$ cat src/design/bem_pkg.sv
// Shared types, constants and command/status structs for the byte entropy meter.
package bem_pkg;

	localparam int MAX_LEN_LOG2 = 24;
	localparam int FRAC_BITS    = 12;
	localparam int LOG_FRAC     = 24;
	localparam int CNT_W        = MAX_LEN_LOG2 + 1;
	localparam int INT_W        = 5;
	localparam int LOG_W        = INT_W + LOG_FRAC;
	localparam int SUM_W        = 54;
	localparam int DIV_CNT_W    = 6;
	localparam int ITER_W       = 5;

	localparam logic [0:0] CFG_HIGH_THRESHOLD = 1'd0;
	localparam logic [0:0] CFG_HIGH_WEIGHT    = 1'd1;

	typedef struct packed {
		logic [7:0] data_byte;
		logic       last_byte;
	} in_item_t;

	typedef struct packed {
		logic [15:0] entropy_q;
		logic        above_threshold;
		logic [7:0]  score;
		logic        length_overflow;
	} res_item_t;

	typedef enum logic [3:0] {
		ST_IDLE,
		ST_CHK,
		ST_WR,
		ST_BEGIN,
		ST_BIN_RD,
		ST_BIN_CHK,
		ST_NORM,
		ST_SQ,
		ST_MUL,
		ST_ACC,
		ST_NEXT,
		ST_LN_LOAD,
		ST_LN_NORM,
		ST_LN_SQ,
		ST_DIV,
		ST_FIN
	} state_t;

	// Commands from controller to datapath
	typedef struct packed {
		logic accept;
		logic hist_rd;
		logic hist_wr;
		logic ovf_set;
		logic bin_rd;
		logic log_load;
		logic log_src_n;
		logic log_norm;
		logic log_sq;
		logic mul;
		logic acc;
		logic idx_inc;
		logic ln_store;
		logic div_load;
		logic div_step;
		logic finish;
	} cmd_t;

	// Status from datapath to controller
	typedef struct packed {
		logic full;
		logic last;
		logic n_zero;
		logic f_gt1;
		logic norm_done;
		logic sq_last;
		logic idx_last;
		logic div_last;
	} sts_t;

endpackage

$ cat src/design/bem_ctrl.sv
// Controller state machine sequencing histogram updates and the entropy pass.
module bem_ctrl import bem_pkg::*; (
	input  logic clk,
	input  logic arst_n,
	input  logic start,
	input  sts_t sts,
	output cmd_t cmd,
	output logic busy
);

	state_t state_q, state_d;

	// State register
	always_ff @(posedge clk or negedge arst_n) begin
		if (!arst_n) begin
			state_q <= ST_IDLE;
		end else begin
			state_q <= state_d;
		end
	end

	// Next state
	always_comb begin
		state_d = state_q;
		unique case (state_q)
			ST_IDLE:    if (start) state_d = ST_CHK;
			ST_CHK: begin
				if (!sts.full) state_d = ST_WR;
				else if (sts.last) state_d = ST_BEGIN;
				else state_d = ST_IDLE;
			end
			ST_WR:      state_d = sts.last ? ST_BEGIN : ST_IDLE;
			ST_BEGIN:   state_d = sts.n_zero ? ST_FIN : ST_BIN_RD;
			ST_BIN_RD:  state_d = ST_BIN_CHK;
			ST_BIN_CHK: state_d = sts.f_gt1 ? ST_NORM : ST_NEXT;
			ST_NORM:    if (sts.norm_done) state_d = ST_SQ;
			ST_SQ:      if (sts.sq_last) state_d = ST_MUL;
			ST_MUL:     state_d = ST_ACC;
			ST_ACC:     state_d = ST_NEXT;
			ST_NEXT:    state_d = sts.idx_last ? ST_LN_LOAD : ST_BIN_RD;
			ST_LN_LOAD: state_d = ST_LN_NORM;
			ST_LN_NORM: if (sts.norm_done) state_d = ST_LN_SQ;
			ST_LN_SQ:   if (sts.sq_last) state_d = ST_DIV;
			ST_DIV:     if (sts.div_last) state_d = ST_FIN;
			ST_FIN:     state_d = ST_IDLE;
			default:    state_d = ST_IDLE;
		endcase
	end

	// Outputs
	always_comb begin
		cmd  = '0;
		busy = 1'b1;
		unique case (state_q)
			ST_IDLE: begin
				busy       = 1'b0;
				cmd.accept = start;
			end
			ST_CHK: begin
				cmd.hist_rd = !sts.full;
				cmd.ovf_set = sts.full;
			end
			ST_WR:      cmd.hist_wr = 1'b1;
			ST_BEGIN:   ;
			ST_BIN_RD:  cmd.bin_rd = 1'b1;
			ST_BIN_CHK: cmd.log_load = sts.f_gt1;
			ST_NORM,
			ST_LN_NORM: cmd.log_norm = !sts.norm_done;
			ST_SQ: begin
				cmd.log_sq = 1'b1;
			end
			ST_MUL:     cmd.mul = 1'b1;
			ST_ACC:     cmd.acc = 1'b1;
			ST_NEXT:    cmd.idx_inc = 1'b1;
			ST_LN_LOAD: begin
				cmd.log_load  = 1'b1;
				cmd.log_src_n = 1'b1;
			end
			ST_LN_SQ: begin
				cmd.log_sq = 1'b1;
				cmd.ln_store = sts.sq_last;
				cmd.div_load = sts.sq_last;
			end
			ST_DIV:     cmd.div_step = 1'b1;
			ST_FIN:     cmd.finish = 1'b1;
			default:    ;
		endcase
	end

endmodule

$ cat config.mk
export PLATFORM = sky130hd
export DESIGN_NAME = bem_ctrl
export DESIGN_NICKNAME = d
export VERILOG_FILES = /design/src/design/bem_pkg.sv /design/src/design/bem_ctrl.sv
export SDC_FILE = /design/constraint.sdc
export NUM_CORES = 1
export LEC_CHECK = 0
export BUFFER_PORTS_ARGS = -buffer_cell sky130_fd_sc_hd__buf_4
export CORE_MARGIN = 5
export CORE_UTILIZATION = 32
export DETAILED_ROUTE_END_ITERATION = 8
export GPL_TIMING_DRIVEN = 0
export PLACE_DENSITY_LB_ADDON = 0.08
export SKIP_LAST_GASP = 1
export SLEW_MARGIN = 20
export SYNTH_ARGS = -nofsm -noshare
export SYNTH_HDL_FRONTEND = slang
export SYNTH_SLANG_ARGS = --single-unit
$ cat constraint.sdc
create_clock -name clk -period 3.3 [get_ports clk]
set_input_delay 0 -clock clk [delete_from_list [all_inputs] [get_ports clk]]
set_output_delay 0 -clock clk [all_outputs]
set_load 0.02 [all_outputs]
# After elaboration in Yosys (flattened, before gate mapping)
# Index checks and enable logic that the tools add are counted.
[classes] eq_ne=21 magnitude_cmp=0 muxes=28 multipliers=0 add_sub_neg=0 shift=0 div_mod_pow=0 n_reduce_logical=6 bitwise_logic=0
[op_table] op="$pmux 4 s16" n=1
[op_table] op="$mux 4" n=9
[op_table] op="$eq 4x4->1 const B" n=8
[op_table] op="$eq 4x3->1 const B" n=4
[op_table] op="$mux 1" n=14
[op_table] op="$ne 2x2->1 const B" n=6
[op_table] op="$eq 4x2->1 const B" n=2
[op_table] op="$mux 2" n=3
[op_table] op="$reduce_and 6->1" n=1
[op_table] op="$eq 4x1->1 const B" n=1
[op_table] op="$logic_not 4->1" n=1
[op_table] op="$reduce_or 2->1" n=2
[op_table] op="$logic_not 1->1" n=2
[op_table] op="$pmux 1 s2" n=1
[totals] output_inout_bits=17 regBits=4 elab_cells=56 ram_bits=0 latch_bits=0 in_bits=11 memories=0 mem_bits_ro=0

# Logic depth before layout (Yosys ltp)
[depth] word_depth=3 mapped_depth=6 mapped_depth_nobuf=5

# Worst setup path after synthesis
# OpenSTA, ideal clock, no wires.
[synth_path] path_kind="register to register" start="reg state_q[2]" end="reg state_q[1]" synth_period_minus_slack_ns=1.520 t_required_ns=3.236 path_buffers=1 slack_ns=1.780 path_stages_with_launch=7 arrival_ns=1.456 cell_sequence="dfrtp_1 -> buf_4 -> nand2b_1 -> nor2_1 -> a32oi_1 -> o211ai_1 -> mux2_4"
[synth_via] elab_chain_len=3 word_cells_on_any_way=24 cone_classes="eq/ne: 21; mux: 1; reduce/logical: 2"
[synth_rtl] element="start: declaration" line="bem_ctrl.sv:11" source="state_t state_q, state_d;"
[synth_rtl] element="start signal: assignment" line="bem_ctrl.sv:18" source="state_q <= state_d;"
[synth_rtl] element="$eq 4x3->1 (tied with other cells)" line="bem_ctrl.sv:25" source="unique case (state_q)"
[synth_rtl] element="$ne 2x2->1 (no source line)"
[synth_rtl] element="$reduce_and 6->1 (no source line)"
# Parallel ways exist; a longest one is shown, timed or not.
# A chain may end at the register's enable or synchronous reset.

==> run_results.csv <==
group,metric,value,unit
global_route,grt_usage,13.3,%
logic_synthesis,ys_warn_count,0,
place,port_buffers,27,
layout,final_core_util,48.8,%
route,routed_wl,1660,µm
floorplan,die_w,52.4,µm
layout,multiInputGateArea,408,µm²
layout,final_common_cell,"buf_4",
place,gp_congestion,0.824,
critical_path,critPathMaxFanout,10,
min_path,holdCritPathClass,"primary input to async pin",
floorplan,dieArea,2750,µm²
logic_synthesis,ys_types,36,
logic_synthesis,synth_top_family_by_area,"simple AND/OR/NAND/NOR gates",
logic_synthesis,synth_top_flop_cell,"dfrtp_1",
logic_synthesis,synthXorXnorAreaFrac,1.52,%
clocking,cts.reportedPaths.clkPinSlew,0.04,ns
floorplan,dieHeight,52.4,µm
place,dp_cells,132,
route,drt_pass1_iterations,4,
logic_synthesis,ys_seq_area_share,17.4,%
timing,whs,0.111,ns
logic_synthesis,syn_avg_cell_area,7.19,µm²
layout,fin_area,842,µm²
pwr,p_leak,0.413,nW
logic_synthesis,synth.area.mux_share,9.78,%
clocking,cts_tree,"done",
timing,setup_viol,0,
floorplan,start_util,33.3,%
logic_synthesis,syn-num-nets,91,
timing,maxSlewHeadroom,77.2,%
logic_synthesis,synth-async-reset-ratio,100,%
layout,area_delta_synth_final,46.3,%
timing,hold_violations,0,
critical_path,cp-end-kind,"output pin",
logic_synthesis,ys_ff_latch,4,
timing,setup_tns,0,ns
clocking,htreeDepth,1,
floorplan,rows,15,
logic_synthesis,netlist_area,576,µm²
pwr,peakVddDrop,445,µV
clocking,cts.repair.resized,0,
floorplan,pin_count,28,
layout,regMostFlops,"state_q",
pwr,power_density,998,nW/µm²
logic_synthesis,synth_compound_area_share,19.1,%
layout,final_nets,124,
layout,largest_reg_flops,4,
logic_synthesis,synthSimpleGateAreaFrac,40.4,%
floorplan,core,1730,µm²
layout,antenna_cells,0,
timing,finClkSkew,0.00345,ns
layout,regArea,100,µm²
global_route,grt_max_degree,11,
global_route,grt_pass1_wl,2790,µm
timing,period_minus_slack,1.68,ns
layout,layout-drive-gt1-share,40.5,%
layout,n_fill_cell,190,
logic_synthesis,syn_inst,80,
clocking,cts_root_buffer,"clkbuf_4",
critical_path,critical_path.startpoint_type,"flip-flop",
route,ant_nets,0,
route,viasPerCell,4.85,
clocking,clock_path_buffers,2,
layout,fin_cells,136,
route,remaining_drc_errors,0,
route,post_drt_wl_per_cell,12.2,µm
place,place_area,810,µm²
timing,tightest_slew,0.339,ns
layout,reg.largest.list,"state_q x4",
timing,rsz0062_at_grt,"no",
layout,most-common-layout-cells,"buf_4 (30), nor2_1 (12), nand2_1 (10)",
timing,slew_viol_final,0,
timing,finalCritPeriodShare,50.8,%
logic_synthesis,synth_edf_count,0,
global_route,antenna_found_initial,0,
run_status,outcome,"finished, final reports clean",
logic_synthesis,yosys.area_share.adder,0,%
critical_path,worstPathRequired,3.30,ns
route,vias,659,
global_route,grt_pass1_vias,621,
clocking,cts_buffers,3,
critical_path,cp.arrival,1.68,ns
clocking,clock_sinks,4,
critical_path,worstSetupPathType,"flip-flop to output pin",
place,hpwlAfterDp,1310,µm
route,drtIter0Drc,8,
global_route,overflow,0,
timing,clock.fmax,597,MHz
clocking,clk_latency,0.23,ns
job,cap_violations,0,
==> final timing paths <==
| path | start | end | slack [ns] | cells after the start |
|---|---|---|---|---|
| min | arst_n | state_q[3]$_DFFE_PN0P_ | 0.11 | 2 |
| max in group asynchronous | arst_n | state_q[0]$_DFFE_PN0P_ | 3.09 | 2 |
| min reg2reg | state_q[3]$_DFFE_PN0P_ | state_q[3]$_DFFE_PN0P_ | 0.62 | 2 |
| max reg2reg | state_q[3]$_DFFE_PN0P_ | state_q[1]$_DFFE_PN0P_ | 1.69 | 6 |
| min in group clk | sts[2] | state_q[0]$_DFFE_PN0P_ | 0.14 | 3 |
| max | state_q[0]$_DFFE_PN0P_ | cmd[3] | 1.62 | 6 |
==> area by class of cell <==
| class | count | share of cell area (%) |
|---|---|---|
| multi-input combinational | 67 | 48.4 |
| timing repair buffer | 28 | 25.3 |
| sequential | 4 | 11.9 |
| buffer | 6 | 6.69 |
| tap | 25 | 3.71 |
| clock buffer | 3 | 2.67 |
| inverter | 3 | 1.34 |
==> metal layers <==
layer / GRT usage [%] / part of all wire (%) / up-vias / routed length (µm)
met4: 2.55 / 0 / 0 / 0
met5: 0 / 0 / - / 0
met2: 20.2 / 49 / 16 / 805
met3: 2.85 / 4.3 / 0 / 71
li1: - / - / 340 / -
met1: 19.1 / 47 / 303 / 777
==> power breakdown <==
group | leakage, nW | switching (mW) | internal [mW]
combinational | 0.351 | 0.381 | 0.302
sequential | 0.0479 | 0.0216 | 0.0776
clock | 0.0138 | 0.0175 | 0.0405
==> critical path, stage by stage, from the launching register on <==
cell     delay, ns
dfrtp_1       0.45
buf_4         0.22
nor2b_1       0.32
nand2_1       0.09
nor2_1        0.13
buf_4         0.12
buf_4         0.12
==> logic make-up after synthesis <==
| family | after synthesis |
|---|---|
| flip-flops | 4 |
| AND/OR/NAND/NOR | 44 |
| AO/OA/AOI/OAI | 17 |
| buffers and inverters | 9 |
| multiplexers | 5 |
| XOR/XNOR | 1 |
==> repair_timing <==
action / 4_1_cts / 5_1_grt
hold endpoints to repair: 4 / 0
hold buffers: 1 / 0
setup buffers: 0 / 0
==> through the flow <==
stage	power [mW]	setup slack, ns
finish	0.840	1.62
global route	0.922	1.52
CTS	0.848	1.63
detailed placement	0.784	1.69
global placement	0.790	1.68
floorplan	0.605	1.78
==> cell usage after synthesis (all sizes together) (2+ instances only) <==
| master | number | area (µm²) |
|---|---|---|
| inv | 3 | 11.3 |
| buf | 5 | 48.8 |
| dfrtp | 4 | 100 |
| nand2 | 12 | 50.1 |
| mux2 | 2 | 26.3 |
| nor2b | 2 | 12.5 |
| mux2i | 3 | 30.0 |
| and3 | 2 | 12.5 |
| o211ai | 2 | 15.0 |
| nor2 | 13 | 56.3 |
| nor3 | 7 | 46.3 |
| a21oi | 5 | 28.8 |
| nand2b | 4 | 30.0 |
| o21ai | 4 | 20.0 |
Note: power is estimated with default switching activity, not from simulation.
